### src/srs_pkg.sv
// shared types, constants and codes for the stochastic reaction step block
`default_nettype none
package srs_pkg;

    // defaults for the top-level parameters
    localparam int COUNT_BITS_DEF     = 24;
    localparam int TIME_FRAC_BITS_DEF = 32;

    // fixed field widths
    localparam int LIMB_BITS  = 32;
    localparam int LIMBS      = 5;
    localparam int WIDE_BITS  = LIMB_BITS * LIMBS;
    localparam int RATE_BITS  = 62;
    localparam int C_FRAC     = 24;
    localparam int C_BITS     = 40;
    localparam int K_BITS     = 32;
    localparam int INIT_BITS  = 24;
    localparam int TIME_BITS  = 64;
    localparam int DIV_BITS   = 64;
    localparam int NL2_BITS   = 38;
    localparam int CFG_ADDR_W = 3;
    localparam int CFG_DATA_W = 40;

    // sequencer step counts
    localparam int SCALE_STEPS = LIMBS;
    localparam int LOG_STEPS   = 32;
    localparam int CNT_W       = $clog2(LOG_STEPS);

    localparam logic [LIMB_BITS-1:0] LN2_Q32  = 32'hB172_17F8;
    localparam logic [RATE_BITS-1:0] RATE_MAX = '1;

    // register indexes
    localparam logic [CFG_ADDR_W-1:0] CFG_RATE_A  = 3'd0;
    localparam logic [CFG_ADDR_W-1:0] CFG_RATE_B  = 3'd1;
    localparam logic [CFG_ADDR_W-1:0] CFG_RATE_C  = 3'd2;
    localparam logic [CFG_ADDR_W-1:0] CFG_RATE_D  = 3'd3;
    localparam logic [CFG_ADDR_W-1:0] CFG_INIT_X1 = 3'd4;
    localparam logic [CFG_ADDR_W-1:0] CFG_INIT_X2 = 3'd5;

    // reaction codes
    localparam logic [1:0] REAC_X1_UP   = 2'd0;
    localparam logic [1:0] REAC_X1_DOWN = 2'd1;
    localparam logic [1:0] REAC_X2_UP   = 2'd2;
    localparam logic [1:0] REAC_X2_DOWN = 2'd3;

    typedef enum logic [4:0] {
        OP_NOP,
        OP_CAPTURE,
        OP_LD_C,
        OP_LD_BD,
        OP_LD_B,
        OP_LD_TOT,
        OP_SCALE,
        OP_SAV_R3,
        OP_SAV_R1,
        OP_SAV_R2,
        OP_SUMS,
        OP_PICK,
        OP_LOG_INIT,
        OP_LOG_SQ,
        OP_LN_NL2,
        OP_LN_HI,
        OP_LN_LO,
        OP_LN_SUM,
        OP_DIV_START,
        OP_COMMIT_STEP,
        OP_COMMIT_ZERO,
        OP_COMMIT_RST
    } t_op;

    typedef enum logic [1:0] {
        SEL_X1,
        SEL_X2,
        SEL_UPICK
    } t_msel;

    typedef enum logic [4:0] {
        S_IDLE,
        S_DECODE,
        S_CUBE1,
        S_CUBE2,
        S_CUBE3,
        S_SAV_R3,
        S_LD_BD,
        S_MUL_BD,
        S_SAV_R1,
        S_LD_B,
        S_MUL_B,
        S_SAV_R2,
        S_SUMS,
        S_LD_TOT,
        S_MUL_TOT,
        S_PICK,
        S_LOG_INIT,
        S_LOG_SQ,
        S_LN_NL2,
        S_LN_HI,
        S_LN_LO,
        S_LN_SUM,
        S_DIV_START,
        S_DIV_WAIT,
        S_FIN_STEP,
        S_FIN_ZERO,
        S_FIN_RST
    } t_state;

    typedef struct packed {
        t_op   op;
        t_msel sel;
    } t_cmd;

    typedef struct packed {
        logic restart;
        logic total_zero;
        logic div_busy;
    } t_status;

endpackage
`default_nettype wire

### src/srs_ctrl.sv
// sequencer for the reaction step datapath
`default_nettype none
module srs_ctrl (
    input  wire logic            i_clk,
    input  wire logic            i_rst_n,
    input  wire logic            i_s_tvalid,
    input  wire logic            i_m_tready,
    input  wire srs_pkg::t_status i_status,
    output srs_pkg::t_cmd        o_cmd,
    output logic                 o_s_tready,
    output logic                 o_m_tvalid
);
    localparam int CW = srs_pkg::CNT_W;

    srs_pkg::t_state r_state, n_state;
    logic [CW-1:0]   r_cnt, n_cnt;
    logic            r_m_valid, n_m_valid;
    logic            w_scale_last;
    logic            w_log_last;
    logic            w_out_free;
    logic            w_commit;

    assign w_scale_last = (r_cnt == CW'(srs_pkg::SCALE_STEPS - 1));
    assign w_log_last   = (r_cnt == CW'(srs_pkg::LOG_STEPS - 1));
    assign w_out_free   = !r_m_valid || i_m_tready;

    // next state
    always_comb begin
        n_state = r_state;
        case (r_state)
            srs_pkg::S_IDLE:      if (i_s_tvalid) n_state = srs_pkg::S_DECODE;
            srs_pkg::S_DECODE: begin
                n_state = i_status.restart ? srs_pkg::S_FIN_RST : srs_pkg::S_CUBE1;
            end
            srs_pkg::S_CUBE1:     if (w_scale_last) n_state = srs_pkg::S_CUBE2;
            srs_pkg::S_CUBE2:     if (w_scale_last) n_state = srs_pkg::S_CUBE3;
            srs_pkg::S_CUBE3:     if (w_scale_last) n_state = srs_pkg::S_SAV_R3;
            srs_pkg::S_SAV_R3:    n_state = srs_pkg::S_LD_BD;
            srs_pkg::S_LD_BD:     n_state = srs_pkg::S_MUL_BD;
            srs_pkg::S_MUL_BD:    if (w_scale_last) n_state = srs_pkg::S_SAV_R1;
            srs_pkg::S_SAV_R1:    n_state = srs_pkg::S_LD_B;
            srs_pkg::S_LD_B:      n_state = srs_pkg::S_MUL_B;
            srs_pkg::S_MUL_B:     if (w_scale_last) n_state = srs_pkg::S_SAV_R2;
            srs_pkg::S_SAV_R2:    n_state = srs_pkg::S_SUMS;
            srs_pkg::S_SUMS:      n_state = srs_pkg::S_LD_TOT;
            srs_pkg::S_LD_TOT: begin
                n_state = i_status.total_zero ? srs_pkg::S_FIN_ZERO : srs_pkg::S_MUL_TOT;
            end
            srs_pkg::S_MUL_TOT:   if (w_scale_last) n_state = srs_pkg::S_PICK;
            srs_pkg::S_PICK:      n_state = srs_pkg::S_LOG_INIT;
            srs_pkg::S_LOG_INIT:  n_state = srs_pkg::S_LOG_SQ;
            srs_pkg::S_LOG_SQ:    if (w_log_last) n_state = srs_pkg::S_LN_NL2;
            srs_pkg::S_LN_NL2:    n_state = srs_pkg::S_LN_HI;
            srs_pkg::S_LN_HI:     n_state = srs_pkg::S_LN_LO;
            srs_pkg::S_LN_LO:     n_state = srs_pkg::S_LN_SUM;
            srs_pkg::S_LN_SUM:    n_state = srs_pkg::S_DIV_START;
            srs_pkg::S_DIV_START: n_state = srs_pkg::S_DIV_WAIT;
            srs_pkg::S_DIV_WAIT:  if (!i_status.div_busy) n_state = srs_pkg::S_FIN_STEP;
            srs_pkg::S_FIN_STEP,
            srs_pkg::S_FIN_ZERO,
            srs_pkg::S_FIN_RST:   if (w_out_free) n_state = srs_pkg::S_IDLE;
            default:              n_state = srs_pkg::S_IDLE;
        endcase
    end

    // commands
    always_comb begin
        o_cmd.op  = srs_pkg::OP_NOP;
        o_cmd.sel = srs_pkg::SEL_X1;
        case (r_state)
            srs_pkg::S_IDLE:      if (i_s_tvalid) o_cmd.op = srs_pkg::OP_CAPTURE;
            srs_pkg::S_DECODE:    o_cmd.op = srs_pkg::OP_LD_C;
            srs_pkg::S_CUBE1,
            srs_pkg::S_CUBE2,
            srs_pkg::S_MUL_BD,
            srs_pkg::S_MUL_B:     o_cmd.op = srs_pkg::OP_SCALE;
            srs_pkg::S_CUBE3: begin
                o_cmd.op  = srs_pkg::OP_SCALE;
                o_cmd.sel = srs_pkg::SEL_X2;
            end
            srs_pkg::S_MUL_TOT: begin
                o_cmd.op  = srs_pkg::OP_SCALE;
                o_cmd.sel = srs_pkg::SEL_UPICK;
            end
            srs_pkg::S_SAV_R3:    o_cmd.op = srs_pkg::OP_SAV_R3;
            srs_pkg::S_LD_BD:     o_cmd.op = srs_pkg::OP_LD_BD;
            srs_pkg::S_SAV_R1:    o_cmd.op = srs_pkg::OP_SAV_R1;
            srs_pkg::S_LD_B:      o_cmd.op = srs_pkg::OP_LD_B;
            srs_pkg::S_SAV_R2:    o_cmd.op = srs_pkg::OP_SAV_R2;
            srs_pkg::S_SUMS:      o_cmd.op = srs_pkg::OP_SUMS;
            srs_pkg::S_LD_TOT:    o_cmd.op = srs_pkg::OP_LD_TOT;
            srs_pkg::S_PICK:      o_cmd.op = srs_pkg::OP_PICK;
            srs_pkg::S_LOG_INIT:  o_cmd.op = srs_pkg::OP_LOG_INIT;
            srs_pkg::S_LOG_SQ:    o_cmd.op = srs_pkg::OP_LOG_SQ;
            srs_pkg::S_LN_NL2:    o_cmd.op = srs_pkg::OP_LN_NL2;
            srs_pkg::S_LN_HI:     o_cmd.op = srs_pkg::OP_LN_HI;
            srs_pkg::S_LN_LO:     o_cmd.op = srs_pkg::OP_LN_LO;
            srs_pkg::S_LN_SUM:    o_cmd.op = srs_pkg::OP_LN_SUM;
            srs_pkg::S_DIV_START: o_cmd.op = srs_pkg::OP_DIV_START;
            srs_pkg::S_FIN_STEP:  if (w_out_free) o_cmd.op = srs_pkg::OP_COMMIT_STEP;
            srs_pkg::S_FIN_ZERO:  if (w_out_free) o_cmd.op = srs_pkg::OP_COMMIT_ZERO;
            srs_pkg::S_FIN_RST:   if (w_out_free) o_cmd.op = srs_pkg::OP_COMMIT_RST;
            default:              o_cmd.op = srs_pkg::OP_NOP;
        endcase
    end

    assign w_commit = (o_cmd.op == srs_pkg::OP_COMMIT_STEP)
                   || (o_cmd.op == srs_pkg::OP_COMMIT_ZERO)
                   || (o_cmd.op == srs_pkg::OP_COMMIT_RST);

    // step counter for multi-cycle passes
    always_comb begin
        n_cnt = '0;
        if (o_cmd.op == srs_pkg::OP_SCALE) begin
            n_cnt = w_scale_last ? '0 : r_cnt + 1'b1;
        end else if (o_cmd.op == srs_pkg::OP_LOG_SQ) begin
            n_cnt = w_log_last ? '0 : r_cnt + 1'b1;
        end
    end

    always_comb begin
        n_m_valid = r_m_valid;
        if (w_commit) begin
            n_m_valid = 1'b1;
        end else if (r_m_valid && i_m_tready) begin
            n_m_valid = 1'b0;
        end
    end

    always_ff @(posedge i_clk) begin
        if (!i_rst_n) begin
            r_state   <= srs_pkg::S_IDLE;
            r_cnt     <= '0;
            r_m_valid <= 1'b0;
        end else begin
            r_state   <= n_state;
            r_cnt     <= n_cnt;
            r_m_valid <= n_m_valid;
        end
    end

    assign o_s_tready = (r_state == srs_pkg::S_IDLE);
    assign o_m_tvalid = r_m_valid;
endmodule
`default_nettype wire

### config.mk
export PLATFORM = sky130hd
export DESIGN_NAME = srs_ctrl
export DESIGN_NICKNAME = d
export VERILOG_FILES = /design/src/srs_pkg.sv /design/src/srs_ctrl.sv
export SDC_FILE = /design/constraint.sdc
export NUM_CORES = 1
export LEC_CHECK = 0
export BUFFER_PORTS_ARGS = -buffer_cell sky130_fd_sc_hd__clkbuf_2
export CAP_MARGIN = 20
export CORE_AREA = 2 2 44 46
export DETAILED_ROUTE_END_ITERATION = 8
export DIE_AREA = 0 0 46 48
export PLACE_DENSITY = 0.9
export SKIP_CTS_REPAIR_TIMING = 1
export SYNTH_ARGS = -nofsm -noshare
export SYNTH_HDL_FRONTEND = slang
export SYNTH_SLANG_ARGS = --single-unit
### constraint.sdc
create_clock -name i_clk -period 4.1 [get_ports i_clk]
set_clock_uncertainty 0.1 [all_clocks]
set_input_delay 0.82 -clock i_clk [delete_from_list [all_inputs] [get_ports i_clk]]
set_output_delay 0.82 -clock i_clk [all_outputs]
set_load 0.05 [all_outputs]
# Yosys cells after proc, flatten, opt, wreduce, memory -nomap -nowiden
# Index checks and enable logic that the tools add are counted.
[word_totals]
register_bits = 11
latchBits = 0
ramBits = 0
mem_bits_ro = 0
in_bits = 7
output_inout_bits = 9
word_cells = 82
n_memories = 0
[classes]
add_sub_neg = 1
multipliers = 0
div_mod_pow = 0
order_cmp = 0
n_eq_ne = 43
n_shift = 0
mux = 25
bitwise_logic = 0
n_reduce_logical = 10
[op_table]
columns = ["operator", "n"]
rows = [
  ["$pmux W5 S25", 1],
  ["$pmux W5 S21", 1],
  ["$mux W5", 19],
  ["$eq A5 B5 Y1 const B", 15],
  ["$eq A5 B4 Y1 const B", 9],
  ["$eq A5 B3 Y1 const B", 6],
  ["$ne A2 B2 Y1 const B", 10],
  ["$eq A5 B2 Y1 const B", 2],
  ["$reduce_and A10 Y1", 1],
  ["$reduce_or A6 Y1", 1],
  ["$add A5 B1 Y5 const B", 1],
  ["$eq A5 B1 Y1 const B", 1],
  ["$logic_not A5 Y1", 1],
  ["$pmux W2 S2", 1],
  ["$logic_or A1 B1 Y1", 3],
  ["$mux W1", 3],
  ["$reduce_or A3 Y1", 1],
  ["$reduce_bool A2 Y1", 1],
  ["$logic_and A1 B1 Y1", 1],
  ["$logic_not A1 Y1", 1],
]

# Depth between registers and ports, before layout
[depth]
depth_word = 8
ltp_mapped = 8
mapped_depth_nobuf = 7

# Worst setup path before layout
# OpenSTA, ideal clock, no wires.
[synth_path]
path_type = "register -> output"
start = "register r_state[2]"
end = "output port o_cmd[2] in the netlist's numbering"
t_arrival_ps = 2514
required_ps = 3180
setup_slack_ps = 666
path_stages_with_launch = 5
path_buffers = 3
cell_sequence = "dfxtp_1 -> buf_2 -> clkbuf_1 -> buf_1 -> o41ai_1"
[synth_rtl]
columns = ["element", "line_no", "source"]
rows = [
  ["start, declared", "srs_ctrl.sv:15", "srs_pkg::t_state r_state, n_state;"],
  ["start signal, assigned", "srs_ctrl.sv:132", "r_state <= srs_pkg::S_IDLE;"],
  ["start signal, assigned", "srs_ctrl.sv:136", "r_state <= n_state;"],
  ["end, declared", "srs_ctrl.sv:9", "output srs_pkg::t_cmd o_cmd,"],
]

==> metrics <==
first-pass GRT wire length between 3 and 4 mm; wire length per cell about 15 um; Worst-Margin Slew 0.815 ns; # DRC 0; Synth Warn # 0; initial antenna violation count 0; post-synthesis cell type count 45; initial core utilization 0.573; Clock Tree Root clkbuf_4; die width approximately 46 um; Top Metal Used met4; CTS tree built; worst path cell trace nor2b_1 > a22oi_1 > o22a_1 > o41ai_1 > clkbuf_2; register area approximately 220 um2; met3 routed WL 160 um; startpoint types flip-flop; CP required 3.18 ns; Slew headroom 0.456; final count of pins violating max slew 0; Worst Setup End Kind output port; setup_tns 0 ns; Synth Net Count 141; FF+latch count, synth 11; crit path DAT 2.28 ns; Worst VDD drop 0.735 mV; Post-synth top flop dfxtp_1; layout cells sized above 1 0.182; clock buffer depth 2; Hold Path Class flip-flop to flip-flop; Mapped Area 967 um2; total grt overflow 0; sequential-to-total area share from yosys stat 0.228; syn avg cell area 7.38 um2; largest net degree at the start of global routing 28; area of the multi-input gates 657 um2; Core Box Area 1690 um2; post-DP HPWL 1.67 mm; DR pass1 iterations 4; critical path class flip-flop to output port; H-tree depth 1; min Tclk post-route about 3.2 ns; CP Max Fanout 27; Hold Crit Depth 1; Yosys top cell area share 0.228; Hold WS 0.372 ns; final WL 2.37 mm; Post-synth EDFFs 0; Synth area leader dfxtp_1; # rows 15; Area contributors post-synth dfxtp_1 (23%), a21oi_1 (5.2%), nand2_1 (5.0%); max frequency 313 MHz; routed vias 1005; GR Util All Layers 0.228; M1 wire length 1.05 mm; gpl congestion ~0.95; Sink Count 11; PwrDens 833 nW/um2; Layout area overhead 5.69%; Port Buffer Count 15; # diodes 0; count leader, synth nand2_1; leakage approximately 0.42 nW; synthesized instance count 131; CTS Buf Count 3; slowest CP cell dfxtp_1; Iter 0 DRT Violations 53; Chip Height 48 um; Routed Antenna Nets 0; RSZ-0062 raised after global routing false; Top Ports 16; area of the die approximately 2200 um2; worst-skew pair later-pin latency 0.27 ns; max incr delay on CP about 0.85 ns; met2 wire length 1.15 mm; via/cell ratio 6.53; clock slew seen by the registers of the worst setup and hold paths around 0.070 ns; Final setup viols 0; Max Cap Viol 0; Fillers 169; final hold viol count 0; number of global-route vias before repair ~800; FFs w/ async S/R, synth 0; Synth top cells by count nand2_1 (13), dfxtp_1 (11), nor2_1 (11); status completed; worst reg-to-reg path cell count 5; final period utilization 0.779; Final Net Count 148
==> metrics by stage <==
stage	area [um2]	power, mW	std cells	utilization	setup WS, ns
finish	1020	0.852	154	0.605	0.904
global route	1020	0.905	154	0.605	0.711
CTS	1020	0.851	154	0.605	0.948
detailed placement	996	0.775	150	0.590	1.25
global placement	996	0.757	150	0.590	1.30
floorplan	967	0.699	131	-	0.666
==> critical path: cells and delay by family (launching register included) <==
kind	cells	cell delay (ns)
AND/OR/NAND/NOR	1	0.41
buffers and inverters	1	0.33
flip-flops	1	0.85
AO/OA/AOI/OAI	3	0.40
==> final cells by class <==
class,count,share of cell area
Clock buffer,4,0.0257
Inverter,6,0.0220
Multi-Input combinational cell,101,0.643
Sequential cell,11,0.215
Tap cell,17,0.0208
Timing Repair Buffer,15,0.0734
==> state kept, by name, summed over array words and instances, names as in the netlist <==
signal and cells:
r_cnt 5, o_m_tvalid 1, r_state 5
==> power breakdown <==
part,internal (mW),switching [mW],leakage [nW],total (mW)
Combinational,0.191,0.367,0.314,0.558
Sequential,0.129,0.0912,0.0895,0.220
Clock,0.0376,0.0363,0.0150,0.0740
Total,0.358,0.494,0.419,0.852
==> cell families (layout without fill, tap and decap cells) <==
kind of cell,Yosys count,in the layout,share of synthesized area
xor gates and xnor gates,2,2,0.0181
AOI/OAI and AO/OA,36,36,0.276
muxes,3,3,0.0310
and+or+nand+nor,57,57,0.316
buffers and inverters,19,25,0.0931
adders and majority gates,3,3,0.0388
DFF,11,11,0.228
==> cell usage in the layout, fill, tap and decap left out, types with 3 or more instances in the layout <==
cell,n
nor3_1,7
nor2b_1,3
dfxtp_1,11
clkbuf_2,15
o21ai_0,7
nand3_1,3
ha_1,3
nand2b_1,4
inv_1,6
nand2_1,13
clkbuf_4,3
mux2i_1,3
and3_1,4
a21oi_1,10
nor2_1,11
==> path summary, 6_finish.rpt <==
check,slack [ns],startpoint,end
hold / removal,0.37,r_cnt[0],r_cnt[0]
hold reg to reg,0.37,r_cnt[0],r_cnt[0]
setup reg to reg,1.83,r_state[2],r_state[2]
setup / recovery,0.90,r_state[2],o_cmd[2]
==> layer usage <==
| metal | global-route usage | vias to the layer above |
|---|---|---|
| met5 | 0 | - |
| met4 | 0.0171 | 0 |
| met3 | 0.0566 | 2 |
| met2 | 0.386 | 47 |
| met1 | 0.304 | 467 |
| li1 | - | 489 |
Power figures use the tool's default switching activity.
